`config.mk`:
```
export PLATFORM = sky130hd
export DESIGN_NAME = mdrc_ram
export DESIGN_NICKNAME = d
export VERILOG_FILES = /design/src/rtl/multichannel_dynamic_range_compressor_top_defines.svh /design/src/rtl/mdrc_ram.sv
export SDC_FILE = /design/constraint.sdc
export NUM_CORES = 2
export LEC_CHECK = 0
export ABC_AREA = 1
export BUFFER_PORTS_ARGS = -buffer_cell sky130_fd_sc_hd__buf_2
export CAP_MARGIN = 15
export CORE_ASPECT_RATIO = 0.8
export CORE_MARGIN = 2
export CORE_UTILIZATION = 55
export CTS_CLUSTER_DIAMETER = 200
export CTS_CLUSTER_SIZE = 30
export DETAILED_ROUTE_END_ITERATION = 7
export PLACE_DENSITY = 0.78
export SETUP_SLACK_MARGIN = 0.1
export SLEW_MARGIN = 30
export SYNTH_ARGS = -nofsm -noshare
export SYNTH_HDL_FRONTEND = slang
export SYNTH_SLANG_ARGS = --single-unit
export TNS_END_PERCENT = 30
```
`constraint.sdc`:
```
create_clock -name clk_i -period 2.05 [get_ports clk_i]
set_input_delay 0.1025 -clock clk_i [delete_from_list [all_inputs] [get_ports clk_i]]
set_output_delay 0.1025 -clock clk_i [all_outputs]
set_load 0.005 [all_outputs]
```
`src/rtl/multichannel_dynamic_range_compressor_top_defines.svh`:
```
// Assertion macros used by the compressor top module.
// They expect clk_i and rst_ni in the scope of use.
`ifndef MULTICHANNEL_DYNAMIC_RANGE_COMPRESSOR_TOP_DEFINES_SVH
`define MULTICHANNEL_DYNAMIC_RANGE_COMPRESSOR_TOP_DEFINES_SVH

// Condition holds in the same cycle as the trigger.
`define MDRC_ASSERT_IMPL(lbl, trig, cond) \
  lbl: assert property (@(posedge clk_i) disable iff (!rst_ni) (trig) |-> (cond)) \
    else $error("mdrc assertion failed");

// Condition holds in the cycle after the trigger.
`define MDRC_ASSERT_NEXT(lbl, trig, cond) \
  lbl: assert property (@(posedge clk_i) disable iff (!rst_ni) (trig) |=> (cond)) \
    else $error("mdrc assertion failed");

`endif

```
`src/rtl/mdrc_ram.sv`:
```
module mdrc_ram #(
  parameter int unsigned WIDTH = 16,
  parameter int unsigned DEPTH = 128
) (
  input  logic                                       clk_i,
  input  logic                                       we_i,
  input  logic [(DEPTH > 1 ? $clog2(DEPTH) : 1)-1:0] waddr_i,
  input  logic [WIDTH-1:0]                           wdata_i,
  input  logic                                       re_i,
  input  logic [(DEPTH > 1 ? $clog2(DEPTH) : 1)-1:0] raddr_i,
  output logic [WIDTH-1:0]                           rdata_o
);

  logic [WIDTH-1:0] mem_q [DEPTH];
  logic [WIDTH-1:0] rdata_q;

  // One write port and one registered read port.
  always_ff @(posedge clk_i) begin
    if (we_i) begin
      mem_q[waddr_i] <= wdata_i;
    end
    if (re_i) begin
      rdata_q <= mem_q[raddr_i];
    end
  end

  assign rdata_o = rdata_q;

endmodule

```
==> run_results.csv <==
group,metric,value,unit
outcome,status,"complete, but fails checks",
outcome,violations,"DRC",
cts,clock_latency,0.76,ns
detailed_routing,wire_per_inst,25.7,um
yosys,synth.avg_cell_area,12.2,sq um
layout,synthToLayoutAreaGrowth,11.2,%
yosys,yosys_warnings,0,
placed_design,preCtsSetupSlack,-0.577,ns
setup_path,worstPathArrival,2.50,ns
detailed_routing,vias,56600,
sta,fin_skew,0.0354,ns
sta,finalMaxSlewViolations,0,
floorplan,core-area,150000,sq um
sta,fmax,500,MHz
sta,setup_viol,0,
floorplan,rows,127,
yosys,syn_nets,6826,
cts,htree_levels,3,
setup_path,crit_fanout,1,
power_and_ir_drop,power_frac_seq,64.6,%
sta,layout_setup_ws,0.0495,ns
sta,max-slew-margin-rel,34.9,%
sta,fin_crit,2.00,ns
placed_design,gp_congestion,0.924,
floorplan,ioPinCount,49,
detailed_routing,viasPerCell,6.26,
sta,tns,0,ns
cts,cts_tree,"done",
job,maxCapViolCount,0,
grt,grt_max_degree,118,
yosys,synth_area_leaders,"edfxtp_1 75%, nand3_1 12%, nand2_1 9.4%",
yosys,synthCells,6793,
power_and_ir_drop,combPwrFrac,8.7,%
sta,finalHoldViolCount,0,
cts,postCtsSetupRepairBufs,0,
grt,grt_pass1_wl,341,mm
grt,antenna_found_initial,12,
cts,clockRootBuffer,"clkbuf_16",
floorplan,dieArea,154000,sq um
yosys,yosysSeqAreaShare,74.7,%
power_and_ir_drop,ir_worst_vdd,700,uV
yosys,synth_area,83000,sq um
cts,cts_sinks,2064,
setup_path,start_kind,"flop",
sta,worst_slew_pin_slew,0.977,ns
layout,fin_area,92300,sq um
yosys,yosys.area.top_type,"edfxtp_1",
detailed_routing,ant_nets,0,
grt,overflow,0,
power_and_ir_drop,power.share.switching,23.0,%
detailed_routing,post-route-drc-count,1,
power_and_ir_drop,powerDensity,782,nW/um^2
grt,grt_use_total,29.8,%
layout,nets,7061,
yosys,synth_cell_types,14,
layout,instances_no_fill,9039,
power_and_ir_drop,p_int,55600,uW
layout,drive_gt1_share,10.2,%
min_path,hold_class,"in2reg",
floorplan,die_w,438,um
sta,rsz0062_at_grt,"true",
placed_design,placed_area,89900,sq um
cts,numCtsBuffers,78,
power_and_ir_drop,p_sw,16600,uW
setup_path,required,2.55,ns
floorplan,die_h,351,um
grt,grt_pass1_vias,53300,
yosys,ys_ff_latch,2064,
cts,clockBufferDepth,3,
power_and_ir_drop,leakage,0.0323,uW
detailed_routing,wirelength,232,mm
detailed_routing,dr.pass1.iters,8,
floorplan,start_util,55.4,%
yosys,yosys.area.top_type_share,74.7,%
placed_design,io_buffers,48,
cts,clkTransAtPathRegs,0.12,ns
detailed_routing,drtIter0Drc,9495,
setup_path,worstSetupPathType,"reg2reg",
power_and_ir_drop,p_clk_share,26.7,%
setup_path,setup.worst_path.end_class,"flop",
placed_design,dp_hpwl,146,mm
sta,period_share,97.6,%
placed_design,dp.cells,8931,
## critical path: stages, from the launching register on
cell and delay (ns):
edfxtp_1 0.40, nand2_1 0.07, nand3_1 0.07, nand3_1 0.12, nand3_1 0.26, nand3_1 0.18
nand3_1 0.29, nand3_4 0.26, nand2_1 0.09
## sequential cells by signal (all words and copies together) (netlist names)
| register | count |
|---|---|
| mem_q | 2048 |
| rdata_o | 16 |
## worst paths after layout
kind / from / to / slack, ns / depth (start not counted)
worst min-delay path: waddr_i[1] / mem_q[77][6] / 0.05 / 5
worst max-delay path: mem_q[108][10] / rdata_o[10] / 0.05 / 8
worst max register to register: mem_q[108][10] / rdata_o[10] / 0.05 / 8
worst min register to register: mem_q[48][13] / rdata_o[13] / 0.97 / 8
## cell families (layout without fill, tap and decap cells)
kind of cell,Yosys count,count (layout),share of synthesized area [%]
AND/OR/NAND/NOR,4248,4248,22.3
flip-flops,2064,2064,74.7
buffers and inverters,481,722,3.05
other,0,6,0
## area by class of cell
type / instances / area [sq um]
antenna: 6 / 15.0
inverter: 24 / 124
tap: 1999 / 2500
timing repair buffer: 612 / 6940
fill: 10800 / 57600
sequential: 2064 / 62000
multi-input combinational: 4248 / 18700
clock inverter: 5 / 43.8
clock buffer: 81 / 2030
## synth_stat cells
cell	number
buf_1	41
buf_2	251
buf_4	61
buf_6	22
buf_8	1
clkbuf_1	81
edfxtp_1	2064
inv_1	21
inv_2	2
inv_4	1
nand2_1	2087
nand3_1	2019
nor2_1	134
nor3_1	8
## metal layers
| metal | wire length (um) | GRT usage [%] |
|---|---|---|
| met5 | 59 | 0 |
| met4 | 8810 | 10.5 |
| met3 | 33000 | 7.92 |
| met2 | 105000 | 45.2 |
| met1 | 85300 | 41.9 |
## power by group through the flow
stage                     Combinational, uW  Sequential, uW  Clock (uW)
after floorplan                        2860           47600           0
after global placement                 5870           47600           0
after detailed placement               6010           47600           0
after CTS                              6070           46600       19200
after global routing                   6600           46600       20500
final                                  6280           46600       19200
## metrics by stage
step	utilization, %	hold slack (ns)	total power (uW)
floorplan	-	0.201	50400
global placement	60.0	0.424	53400
detailed placement	60.0	0.418	53600
CTS	61.5	0.00639	71900
global route	61.6	0.0306	73800
finish	61.6	0.0480	72200
## timing repair
action / CTS / global route
hold buffers: 16 / 0
gates resized for setup: 2 / 31
hold endpoints to repair: 886 / 0
endpoints found under the setup margin: 8 / 14
## placed cells by master, fill, tap and decap left out
cell	count
inv_8	2
buf_4	377
nand3_2	25
nand3_4	4
edfxtp_1	2064
clkinv_4	1
clkbuf_16	81
inv_6	4
buf_8	3
dlygate4sd3_1	16
inv_16	1
buf_12	188
nand2_1	2087
diode_2	6
nand3_1	1990
nor3_1	8
inv_1	18
buf_2	28
inv_4	1
inv_2	2
nor2_1	134
(Power assumes the default switching activity.)
