===== config.mk =====
export PLATFORM = sky130hd
export DESIGN_NAME = mdrc_exp
export DESIGN_NICKNAME = d
export VERILOG_FILES = /design/src/rtl/multichannel_dynamic_range_compressor_top_defines.svh /design/src/rtl/mdrc_pkg.sv /design/src/rtl/mdrc_exp.sv
export SDC_FILE = /design/constraint.sdc
export NUM_CORES = 2
export LEC_CHECK = 0
export ABC_AREA = 1
export BUFFER_PORTS_ARGS = -buffer_cell sky130_fd_sc_hd__clkbuf_2
export CAP_MARGIN = 20
export CORE_ASPECT_RATIO = 0.7
export CORE_UTILIZATION = 60
export CTS_CLUSTER_DIAMETER = 60
export DETAILED_ROUTE_END_ITERATION = 10
export PLACE_DENSITY = 0.88
export SYNTH_ARGS = -nofsm -noshare
export SYNTH_HDL_FRONTEND = slang
export SYNTH_SLANG_ARGS = --single-unit

===== constraint.sdc =====
create_clock -name clk_i -period 6.05 [get_ports clk_i]
set_input_delay 0.3025 -clock clk_i [delete_from_list [all_inputs] [get_ports clk_i]]
set_output_delay 0.3025 -clock clk_i [all_outputs]
set_load 0.02 [all_outputs]

===== src/rtl/multichannel_dynamic_range_compressor_top_defines.svh =====
// Assertion macros used by the compressor top module.
// They expect clk_i and rst_ni in the scope of use.
`ifndef MULTICHANNEL_DYNAMIC_RANGE_COMPRESSOR_TOP_DEFINES_SVH
`define MULTICHANNEL_DYNAMIC_RANGE_COMPRESSOR_TOP_DEFINES_SVH

// Condition holds in the same cycle as the trigger.
`define MDRC_ASSERT_IMPL(lbl, trig, cond) \
  lbl: assert property (@(posedge clk_i) disable iff (!rst_ni) (trig) |-> (cond)) \
    else $error("mdrc assertion failed");

// Condition holds in the cycle after the trigger.
`define MDRC_ASSERT_NEXT(lbl, trig, cond) \
  lbl: assert property (@(posedge clk_i) disable iff (!rst_ni) (trig) |=> (cond)) \
    else $error("mdrc assertion failed");

`endif


===== src/rtl/mdrc_pkg.sv =====
package mdrc_pkg;

  // Default number of channels.
  localparam int unsigned CHANNELS_DEF = 128;

  // Widths of the stream payloads.
  localparam int unsigned IN_DATA_W  = 120;
  localparam int unsigned OUT_DATA_W = 56;
  localparam int unsigned COEF_W     = 80;
  localparam int unsigned LEVEL_W    = 15;

  // Operation codes carried in the input tuser.
  typedef enum logic {
    OP_PROCESS = 1'b0,
    OP_LOAD    = 1'b1
  } op_e;

  // Configuration register indexes.
  typedef enum logic [2:0] {
    CFG_LEVEL_OFFSET   = 3'd0,
    CFG_ATTACK_COEF    = 3'd1,
    CFG_RELEASE_COEF   = 3'd2,
    CFG_KNEE_LOW       = 3'd3,
    CFG_KNEE_HIGH      = 3'd4,
    CFG_OUTPUT_CEILING = 3'd5
  } cfg_idx_e;

  // Reset values of the configuration registers.
  localparam logic [15:0] LEVEL_OFFSET_RST   = 16'd0;
  localparam logic [15:0] ATTACK_COEF_RST    = 16'd32768;
  localparam logic [15:0] RELEASE_COEF_RST   = 16'd62259;
  localparam logic [14:0] KNEE_LOW_RST       = 15'd10240;
  localparam logic [14:0] KNEE_HIGH_RST      = 15'd16640;
  localparam logic [14:0] OUTPUT_CEILING_RST = 15'd30720;

  // 10*log10(2) in Q16 and log2(10)/20 in Q24, scaled so that dB Q8.8 maps to log2 Q32.
  localparam logic [17:0] LOG_SCALE = 18'd197283;
  localparam logic signed [22:0] GAIN_SCALE = 23'sd2786635;

  // Roots 2^(2^-k) in Q30 for k = 1..16, each the truncated square root of the one before.
  typedef logic [15:0][30:0] root_tab_t;

  function automatic root_tab_t exp_root_table();
    root_tab_t   tab;
    logic [63:0] root;
    logic [63:0] v;
    logic [63:0] r;
    logic [63:0] bm;
    root = 64'd1 << 31;
    for (int k = 0; k < 16; k++) begin
      v  = root << 30;
      r  = 64'd0;
      bm = 64'h4000_0000_0000_0000;
      for (int i = 0; i < 32; i++) begin
        if (v >= r + bm) begin
          v = v - (r + bm);
          r = (r >> 1) + bm;
        end else begin
          r = r >> 1;
        end
        bm = bm >> 2;
      end
      root   = r;
      tab[k] = root[30:0];
    end
    return tab;
  endfunction

endpackage


===== src/rtl/mdrc_exp.sv =====
module mdrc_exp
  import mdrc_pkg::*;
(
  input  logic               clk_i,
  input  logic               rst_ni,
  input  logic               start_i,
  input  logic signed [47:0] t_i,
  output logic               done_o,
  output logic [31:0]        gain_o
);

  typedef enum logic [2:0] {
    EX_IDLE  = 3'b001,
    EX_RUN   = 3'b010,
    EX_SHIFT = 3'b100
  } ex_state_e;

  localparam root_tab_t ROOT_TAB = exp_root_table();

  ex_state_e   state_q, state_d;
  logic [4:0]  n_q, n_d;
  logic [15:0] f_q, f_d;
  logic [30:0] m_q, m_d;
  logic [3:0]  k_q, k_d;
  logic [31:0] gain_q, gain_d;
  logic        done_q, done_d;
  logic [61:0] prod;
  logic [62:0] shifted;

  assign prod    = 62'(m_q) * 62'(ROOT_TAB[k_q]);
  assign shifted = 63'(m_q) << n_q;

  // One fraction bit per cycle, times its root if set, then the integer shift.
  always_comb begin
    state_d = state_q;
    n_d     = n_q;
    f_d     = f_q;
    m_d     = m_q;
    k_d     = k_q;
    gain_d  = gain_q;
    done_d  = 1'b0;
    case (state_q)
      EX_IDLE: begin
        if (start_i) begin
          if (t_i[47]) begin
            gain_d = 32'd0;
            done_d = 1'b1;
          end else if (|t_i[46:37]) begin
            gain_d = 32'hFFFF_FFFF;
            done_d = 1'b1;
          end else begin
            n_d     = t_i[36:32];
            f_d     = t_i[31:16];
            m_d     = 31'd1 << 30;
            k_d     = 4'd0;
            state_d = EX_RUN;
          end
        end
      end
      EX_RUN: begin
        if (f_q[4'd15 - k_q]) begin
          m_d = prod[60:30];
        end
        k_d = k_q + 4'd1;
        if (k_q == 4'd15) begin
          state_d = EX_SHIFT;
        end
      end
      EX_SHIFT: begin
        gain_d  = shifted[61:30];
        done_d  = 1'b1;
        state_d = EX_IDLE;
      end
      default: begin
        state_d = EX_IDLE;
      end
    endcase
  end

  always_ff @(posedge clk_i or negedge rst_ni) begin
    if (!rst_ni) begin
      state_q <= EX_IDLE;
      done_q  <= 1'b0;
    end else begin
      state_q <= state_d;
      done_q  <= done_d;
    end
  end

  always_ff @(posedge clk_i) begin
    n_q    <= n_d;
    f_q    <= f_d;
    m_q    <= m_d;
    k_q    <= k_d;
    gain_q <= gain_d;
  end

  assign done_o = done_q;
  assign gain_o = gain_q;

endmodule


==> flow_summary.json <==
{
  "wl_met1_mm": 45.7,
  "cp_num_buf_inv": 10,
  "grt_pass1_vias": 35400,
  "fin_skew_ns": 0.0226,
  "crit_path_top_delay_cell": "fa_1",
  "setup_viol": 31,
  "area_growth_pct": 19.6,
  "wl_per_cell_um": 20.9,
  "die_area_um2": 63700,
  "crit_path_end_kind": "register",
  "violations": "negative setup slack",
  "syn_avg_cell_area_um2": 7.74,
  "post-route-period-util": 1.14,
  "cts_buffer_depth": 2,
  "ant_nets": 0,
  "synthAdderAreaFrac": 0.523,
  "drc_errors": 0,
  "final.min_clock_period_ns": 6.92,
  "post-route-util": 0.729,
  "vias_per_cell": 5.67,
  "grt_first_pass_wirelength_mm": 194,
  "relSlewSlack": 0.367,
  "dr.pass1.iters": 7,
  "critical-path-top-delay-family": "adder cells",
  "core_um2": 61700,
  "worstSkewPairLatency_ns": 0.47,
  "yosysWarnings": 0,
  "cts_tree": "yes",
  "tightest_slew_ns": 0.949,
  "crit_type": "reg -> reg",
  "drt-initial-drc-count": 4344,
  "cp_data_required_time_ns": 6.26,
  "dp_hpwl_mm": 101,
  "worstHoldPathType": "in -> reg",
  "die_y_um": 211,
  "top_layer": "met5",
  "cp_data_arrival_time_ns": 7.13,
  "fin_ws_ns": -0.874,
  "gr-total-overflow": 0,
  "track_usage": 0.402,
  "rsz0062_at_grt": "yes",
  "hold_viol": 0,
  "cts_root_buf": "clkbuf_16",
  "cts_inserted_buffers": 17,
  "cts_htree_levels": 4,
  "synth_fp_nets": 5998,
  "hold_ws_ns": 0.00860,
  "netlist_area_um2": 37600,
  "cpMostUsedCell": "fa_1",
  "synth_mux_area_frac": 0.00106,
  "clkTransAtPathRegs_ns": 0.07,
  "ys_seq_area_frac": 0.0884,
  "wl_met3_mm": 20.3,
  "synth_cell_type_count": 44,
  "layout.nets": 6310,
  "drv_cap": 0,
  "yosys.area_share.simple": 0.175,
  "synthCells": 4859,
  "drv_slew": 0,
  "grt_max_degree": 38,
  "num_io_pins": 84,
  "drive_gt1_frac": 0.185,
  "antenna_found_initial": 3,
  "cp_max_fo": 8,
  "synth-seq-cells": 121,
  "status": "finished, violations left",
  "synth-compound-area-share": 0.0472,
  "cts.sinks": 121,
  "row_count": 76,
  "gp_congestion": 1.02,
  "die_w_um": 301,
  "start_kind": "register",
  "synth_xor_area_frac": 0.00186,
  "clock.fmax_mhz": 144,
  "synth_top_family_by_area": "adder cells",
  "cp_slowest_stage_delay_ns": 0.58,
  "wirelength_mm": 126,
  "routed-wl-met2_mm": 53.7,
  "io_buffers": 67,
  "vias": 34000,
  "initial_core_util": 0.609
}
layer usage:
metal,vias to the layer above,track usage
met5,-,0
met4,4,0.149
met3,493,0.143
met2,2618,0.593
met1,16400,0.545
li1,14600,-
logic make-up (layout without fill, tap and decap cells):
kind of cell,after synthesis,in the layout
compound gates,318,318
xor+xnor,8,8
simple gates,1683,1683
mux,4,4
buf+inv,1637,1962
flops,121,121
other cells,0,1
fa+ha+maj,1088,1088
final timing paths:
kind,start,endpoint,slack (ns),depth (start not counted)
worst max-delay path,m_q[16]$_SDFFCE_PN0P_,m_q[6]$_SDFFCE_PN0P_,-0.87,27
worst max register to register,m_q[16]$_SDFFCE_PN0P_,m_q[6]$_SDFFCE_PN0P_,-0.87,27
max in group asynchronous,rst_ni,state_q[0]$_DFFE_PN1P_,5.62,2
worst min-delay path,t_i[27],f_q[11]$_DFFE_PP_,0.009,1
min in group asynchronous,rst_ni,done_o$_DFF_PN0_,0.23,2
worst min register to register,state_q[1]$_DFFE_PN0P_,state_q[1]$_DFFE_PN0P_,0.60,3
cell usage after synthesis (all sizes together):
master  count  share of area
and2        3        0.00050
a21boi      3        0.00060
fa        805           0.43
o211ai     26         0.0052
nor4        4        0.00067
nand3b      1        0.00020
ha        283          0.094
a31oi       9         0.0015
and3        1        0.00017
mux2i       4         0.0011
or2         3        0.00050
nor2      204          0.020
buf        36         0.0041
clkbuf    187          0.019
o21bai     11         0.0022
edfxtp     88          0.070
o221ai      2        0.00047
dfxtp      29          0.015
nand2    1325           0.13
xnor2       4        0.00093
o21a        4        0.00080
clkinv      2        0.00020
a21oi     125          0.017
nand4      10         0.0017
dfrtp       3         0.0020
inv      1412           0.14
a21o        4        0.00080
xor2        4        0.00093
a32o        2        0.00053
nand3     110          0.015
o21ai     130          0.017
nor3       22         0.0035
a22oi       2        0.00040
dfstp       1        0.00070
repair_timing:
item / CTS / global route
resized for setup: 282 / 176
gates cloned: 2 / 2
setup endpoints to repair: 31 / 31
endpoints found under the hold margin: 4 / 0
hold buffers: 1 / 0
buffers inserted: 18 / 13
pin swaps: 70 / 106
cell type report:
| cell class | count | area [um^2] |
|---|---|---|
| fillers | 4147 | 16800 |
| diodes | 1 | 2.50 |
| flip-flops and latches | 121 | 3330 |
| repair buffers | 516 | 4800 |
| clock buffers | 17 | 425 |
| multi-input cells | 3101 | 29900 |
| well taps | 819 | 1020 |
| inverters | 1414 | 5320 |
| clock inverters | 15 | 174 |
stage by stage:
step	instance area (um^2)	setup slack, ns	instances	setup TNS, ns
after floorplan	38400	-0.218	4859	-3.93
final	45000	-0.874	6004	-24.02
after detailed placement	42500	-0.923	5936	-25.72
after CTS	44200	-0.745	5989	-20.72
after global routing	45000	-1.07	6003	-29.72
after global placement	42500	-0.876	5936	-23.34
layout by cell type, fill, tap and decap left out, types with 8 or more instances in the layout:
master	count
a21oi_1	63
a21oi_2	45
a21oi_4	17
a31oi_1	9
buf_12	75
buf_4	347
buf_6	22
clkbuf_16	19
clkbuf_2	67
dfxtp_1	27
edfxtp_1	88
fa_1	753
fa_2	52
ha_1	254
ha_4	25
inv_1	1343
inv_2	64
nand2_1	1255
nand2_2	48
nand2_4	21
nand3_1	100
nand3_2	9
nand4_1	10
nor2_1	140
nor2_2	27
nor2_4	37
nor3_1	9
o211ai_1	26
o21ai_0	82
o21ai_1	17
o21ai_2	23
o21ai_4	8
Power is not shown: default switching activity piles up to over one toggle a cycle in this logic, so the estimate is an artifact.
