$ cat src/rtl/multichannel_dynamic_range_compressor_top_defines.svh
// Assertion macros used by the compressor top module.
// They expect clk_i and rst_ni in the scope of use.
`ifndef MULTICHANNEL_DYNAMIC_RANGE_COMPRESSOR_TOP_DEFINES_SVH
`define MULTICHANNEL_DYNAMIC_RANGE_COMPRESSOR_TOP_DEFINES_SVH

// Condition holds in the same cycle as the trigger.
`define MDRC_ASSERT_IMPL(lbl, trig, cond) \
  lbl: assert property (@(posedge clk_i) disable iff (!rst_ni) (trig) |-> (cond)) \
    else $error("mdrc assertion failed");

// Condition holds in the cycle after the trigger.
`define MDRC_ASSERT_NEXT(lbl, trig, cond) \
  lbl: assert property (@(posedge clk_i) disable iff (!rst_ni) (trig) |=> (cond)) \
    else $error("mdrc assertion failed");

`endif

$ cat src/rtl/mdrc_pkg.sv
package mdrc_pkg;

  // Default number of channels.
  localparam int unsigned CHANNELS_DEF = 128;

  // Widths of the stream payloads.
  localparam int unsigned IN_DATA_W  = 120;
  localparam int unsigned OUT_DATA_W = 56;
  localparam int unsigned COEF_W     = 80;
  localparam int unsigned LEVEL_W    = 15;

  // Operation codes carried in the input tuser.
  typedef enum logic {
    OP_PROCESS = 1'b0,
    OP_LOAD    = 1'b1
  } op_e;

  // Configuration register indexes.
  typedef enum logic [2:0] {
    CFG_LEVEL_OFFSET   = 3'd0,
    CFG_ATTACK_COEF    = 3'd1,
    CFG_RELEASE_COEF   = 3'd2,
    CFG_KNEE_LOW       = 3'd3,
    CFG_KNEE_HIGH      = 3'd4,
    CFG_OUTPUT_CEILING = 3'd5
  } cfg_idx_e;

  // Reset values of the configuration registers.
  localparam logic [15:0] LEVEL_OFFSET_RST   = 16'd0;
  localparam logic [15:0] ATTACK_COEF_RST    = 16'd32768;
  localparam logic [15:0] RELEASE_COEF_RST   = 16'd62259;
  localparam logic [14:0] KNEE_LOW_RST       = 15'd10240;
  localparam logic [14:0] KNEE_HIGH_RST      = 15'd16640;
  localparam logic [14:0] OUTPUT_CEILING_RST = 15'd30720;

  // 10*log10(2) in Q16 and log2(10)/20 in Q24, scaled so that dB Q8.8 maps to log2 Q32.
  localparam logic [17:0] LOG_SCALE = 18'd197283;
  localparam logic signed [22:0] GAIN_SCALE = 23'sd2786635;

  // Roots 2^(2^-k) in Q30 for k = 1..16, each the truncated square root of the one before.
  typedef logic [15:0][30:0] root_tab_t;

  function automatic root_tab_t exp_root_table();
    root_tab_t   tab;
    logic [63:0] root;
    logic [63:0] v;
    logic [63:0] r;
    logic [63:0] bm;
    root = 64'd1 << 31;
    for (int k = 0; k < 16; k++) begin
      v  = root << 30;
      r  = 64'd0;
      bm = 64'h4000_0000_0000_0000;
      for (int i = 0; i < 32; i++) begin
        if (v >= r + bm) begin
          v = v - (r + bm);
          r = (r >> 1) + bm;
        end else begin
          r = r >> 1;
        end
        bm = bm >> 2;
      end
      root   = r;
      tab[k] = root[30:0];
    end
    return tab;
  endfunction

endpackage

$ cat src/rtl/mdrc_log.sv
module mdrc_log
  import mdrc_pkg::*;
(
  input  logic               clk_i,
  input  logic               rst_ni,
  input  logic               start_i,
  input  logic [31:0]        power_i,
  output logic               done_o,
  output logic [LEVEL_W-1:0] level_o
);

  typedef enum logic [3:0] {
    LG_IDLE  = 4'b0001,
    LG_NORM  = 4'b0010,
    LG_SQR   = 4'b0100,
    LG_SCALE = 4'b1000
  } lg_state_e;

  lg_state_e          state_q, state_d;
  logic [31:0]        p_q;
  logic [31:0]        m_q, m_d;
  logic [4:0]         e_q, e_d;
  logic [15:0]        frac_q, frac_d;
  logic [3:0]         cnt_q, cnt_d;
  logic               done_q;
  logic [LEVEL_W-1:0] level_q, level_d;
  logic [4:0]         msb;
  logic [63:0]        sq;
  logic [32:0]        msq;
  logic [38:0]        scaled;

  // Position of the leading one of the captured power.
  always_comb begin
    msb = 5'd0;
    for (int i = 0; i < 32; i++) begin
      if (p_q[i]) begin
        msb = 5'(i);
      end
    end
  end

  assign sq     = 64'(m_q) * 64'(m_q);
  assign msq    = sq[63:31];
  assign scaled = 39'({e_q, frac_q}) * 39'(LOG_SCALE) + (39'd1 << 23);

  // One mantissa squaring per cycle gives one fraction bit of log2.
  always_comb begin
    state_d = state_q;
    m_d     = m_q;
    e_d     = e_q;
    frac_d  = frac_q;
    cnt_d   = cnt_q;
    level_d = level_q;
    case (state_q)
      LG_IDLE: begin
        if (start_i) begin
          state_d = LG_NORM;
        end
      end
      LG_NORM: begin
        e_d     = msb;
        m_d     = 32'(p_q << (5'd31 - msb));
        frac_d  = 16'd0;
        cnt_d   = 4'd15;
        state_d = LG_SQR;
      end
      LG_SQR: begin
        if (msq[32]) begin
          frac_d[cnt_q] = 1'b1;
          m_d           = msq[32:1];
        end else begin
          m_d = msq[31:0];
        end
        cnt_d = cnt_q - 4'd1;
        if (cnt_q == 4'd0) begin
          state_d = LG_SCALE;
        end
      end
      LG_SCALE: begin
        level_d = scaled[38:24];
        state_d = LG_IDLE;
      end
      default: begin
        state_d = LG_IDLE;
      end
    endcase
  end

  always_ff @(posedge clk_i or negedge rst_ni) begin
    if (!rst_ni) begin
      state_q <= LG_IDLE;
      done_q  <= 1'b0;
    end else begin
      state_q <= state_d;
      done_q  <= (state_q == LG_SCALE);
    end
  end

  // Datapath registers; a zero power is taken as one.
  always_ff @(posedge clk_i) begin
    if (start_i && state_q == LG_IDLE) begin
      p_q <= (power_i == 32'd0) ? 32'd1 : power_i;
    end
    m_q     <= m_d;
    e_q     <= e_d;
    frac_q  <= frac_d;
    cnt_q   <= cnt_d;
    level_q <= level_d;
  end

  assign done_o  = done_q;
  assign level_o = level_q;

endmodule

$ cat config.mk
export PLATFORM = sky130hd
export DESIGN_NAME = mdrc_log
export DESIGN_NICKNAME = d
export VERILOG_FILES = /design/src/rtl/multichannel_dynamic_range_compressor_top_defines.svh /design/src/rtl/mdrc_pkg.sv /design/src/rtl/mdrc_log.sv
export SDC_FILE = /design/constraint.sdc
export NUM_CORES = 2
export LEC_CHECK = 0
export ABC_AREA = 1
export BUFFER_PORTS_ARGS = -buffer_cell sky130_fd_sc_hd__buf_2
export CAP_MARGIN = 20
export CORE_MARGIN = 5
export CORE_UTILIZATION = 45
export CTS_BUF_LIST = sky130_fd_sc_hd__clkbuf_8
export DETAILED_ROUTE_END_ITERATION = 10
export SYNTH_ARGS = -nofsm -noshare
export SYNTH_HDL_FRONTEND = slang
export SYNTH_SLANG_ARGS = --single-unit
$ cat constraint.sdc
create_clock -name clk_i -period 17.09 [get_ports clk_i]
set_input_delay 4.2725 -clock clk_i [delete_from_list [all_inputs] [get_ports clk_i]]
set_output_delay 4.2725 -clock clk_i [all_outputs]
set_load 0.02 [all_outputs]
==> results by group <==
Logic synthesis
  – Ys Warns: 0
  – Sequential share of the synthesized area: 0.0801
  – Post-Syn Nets: 6101
  – Synth Area in Adders: 0.576
  – Netlist cell types: 61
  – Number of synthesized flops with an enable pin: 104
  – Post-Synth Simple-Gate Area: 0.124
  – Synth Area per Inst: 8.60 µm²
  – Most common flop cell mapped by yosys: edfxtp_1
  – Xor/xnor cell area share of the yosys netlist: 0.0207
  – Yosys reg bits: 109
  – Async S/R FF share, synth: 0.0459
  – Largest family of logic cells by synthesized area: adder cells
  – Mux contribution to synthesized area: 0
  – Gate Count Post-Synth: 4716
  – Synthesized area: 40600 µm²
  – Compound-Gate Fraction of Synth Area: 0.0448

Detailed routing
  – DRT Pass-1 Iters: 5
  – Wire per inst: 17.4 µm
  – Final wirelength: 102000 µm
  – Via density: 5.02
  – Iteration-0 DRC count of the detailed router: 1846
  – Via count: 29253
  – DRC Markers: 0
  – Antenna-violating nets left: 0

Setup path
  – Worst Setup End Kind: register
  – CP top delay family: adder cells
  – Reg2Reg Setup Slack: 7860 ps
  – Crit. path cell count: 28
  – Slowest cell on crit path: nand2_1
  – Maximum fanout along the worst path: 27
  – CP Launch Type: register
  – Worst EP required: 17140 ps
  – CP most frequent cell: fa_1
  – WP buf/inv: 4
  – Worst flop-to-flop path endpoint: frac_q[2]
  – CP max stage delay: 630 ps
  – Worst endpoint data arrival time: 9280 ps
  – R2R depth: 28
  – Type of the worst setup path: reg2reg
  – Worst R2R Start: m_q[21]

GRT
  – First-pass GRT wire length: 168000 µm
  – Overall Global Routing Usage: 0.220
  – Antenna violations before repair: 1
  – Largest net degree at the start of global routing: 37
  – Grt ovf: 0
  – Vias in the first global route: 31437

Timing
  – Final hold violations: 0
  – RSZ-0062 raised after global routing: false
  – Slew Viols, Final: 0
  – Setup violations, final: 0
  – Fmax: 108 MHz
  – Max transition margin: 0.248
  – Final Cycle Share: 0.540
  – Setup TNS: 0 ps
  – Worst clock skew: 21.8 ps
  – Tmin final: 9230 ps
  – Slew @ Worst Pin: 1120 ps

Job
  – MaxCap Viol Count: 0

Placed design
  – Routability cong.: 0.939
  – Placed Cells: 5815
  – PortBufs: 50
  – Post-DP HPWL: 83400 µm
  – Placed Area: 41900 µm²

Outcome
  – Outcome: complete, no violations

Die
  – Placeable core area: 89700 µm²
  – Ports: 51
  – Die Wd: 310 µm
  – Initial Util: 0.452
  – Die Ht: 310 µm
  – Die Area: 96200 µm²
  – Site row count: 110

Worst hold path
  – Hold crit path type: reg2reg
  – WHS Endpoint: state_q[1]
  – Hold Crit Depth: 2
  – Hold path start: state_q[0]

Finish
  – Final Cell Area: 42100 µm²
  – Nets: 6035
  – Layout area overhead: 3.84%
  – Layout cells sized above 1: 0.0318
  – Post-layout util: 0.469
  – Fin cells: 5831
  – Diode count: 0

Clocking
  – Clk slew on worst S/H paths: 110 ps
  – CTS Sinks: 109
  – # H-tree levels: 3
  – TritonCTS clock tree: done
  – CTS Buf Count: 9
  – Root Buffer: clkbuf_8
  – Post-CTS Resized: 0
  – Clock Latency Late Sink: 410 ps
  – Clock tree buffer depth: 2
  – Hold_buf cts: 0
  – Postcts setup bufs: 0
-- metrics by stage --
stage | worst slack [ps] | hold slack (ps)
5_1_grt | 7390 | 675
3_5_place_dp | 7940 | 619
6_report | 7860 | 631
3_3_place_gp | 7920 | 607
4_1_cts | 7930 | 640
2_1_floorplan | 9120 | 556
-- layer usage --
metal  part of all wire  global-route usage  vias to the layer above
met5            0.00013                   0                        -
met4              0.019              0.0372                        2
met3              0.054              0.0242                      119
met2               0.49               0.380                      800
met1               0.44               0.308                    14567
li1                   -                   -                    13765
-- tightest hold or removal path, delay by kind of cell (launching register included) --
| kind | cells | cell delay (ps) |
|---|---|---|
| flip-flops | 1 | 400 |
| AND/OR/NAND/NOR | 2 | 210 |
-- sequential cells by signal, summed over array words and instances (netlist names) --
register and cells:
done_o 1, state_q 4, m_q 32, frac_q 16, level_o 15, e_q 5, p_q 32, cnt_q 4
-- cells by family after synthesis --
family / count (synthesis)
other: 1
DFF: 109
xor gates and xnor gates: 96
and+or+nand+nor: 1208
AOI/OAI and AO/OA: 306
buffers and inverters: 1646
adders and majority gates: 1350
-- synth_stat cells, types with 7 or more instances --
cell type	n	area share
nand4_1	18	0.0028
o221ai_1	7	0.0015
nor2_1	128	0.012
xnor2_1	34	0.0073
a31oi_1	15	0.0023
clkbuf_1	146	0.014
edfxtp_1	104	0.077
a21oi_1	138	0.017
o211ai_1	11	0.0020
xor2_1	62	0.013
o21ai_0	62	0.0077
nor3_1	18	0.0022
fa_1	863	0.43
nor4_1	13	0.0020
ha_1	487	0.15
nand2_1	753	0.070
o21bai_1	16	0.0030
o21a_1	8	0.0015
nand3_1	258	0.032
inv_1	1467	0.14
buf_1	14	0.0013
-- area by class of cell --
cell class,count,area (µm²)
fill,8816,47600
multi-input combinational,2961,31100
inverter,1474,5540
sequential,109,3250
tap,1176,1470
timing repair buffer,95,588
clock buffer,9,124
clock inverter,7,61.3
-- how the worst max path moves through the flow --
stage / startpoint / endpoint
detailed placement: m_q[21] / frac_q[15]
global route: m_q[27] / frac_q[10]
finish: m_q[21] / frac_q[2]
floorplan: m_q[14] / frac_q[0]
global placement: m_q[21] / frac_q[15]
CTS: m_q[21] / frac_q[2]
-- cell usage in the layout, fill, tap and decap left out, types with 5 or more instances in the layout --
master	netlist	final
a22oi_1	5	5
a21o_1	6	6
a31o_2	6	6
nand3_1	258	258
clkinv_1	3	5
o21ai_1	6	6
nand2_1	753	753
o21bai_1	16	16
or2_2	6	6
a31oi_1	15	15
nand4_1	18	18
buf_4	4	45
nor4_1	13	13
o21ai_0	62	62
buf_2	3	50
a21oi_1	138	137
edfxtp_1	104	104
fa_1	863	863
nor2_1	128	126
xor2_1	62	62
o21a_1	8	8
o221ai_1	7	7
nor3_1	18	17
clkbuf_8	0	9
o211ai_1	11	11
ha_1	487	487
inv_1	1467	1467
xnor2_1	34	34
Power is not shown: default switching activity piles up to over one toggle a cycle in this logic, so the estimate is an artifact.
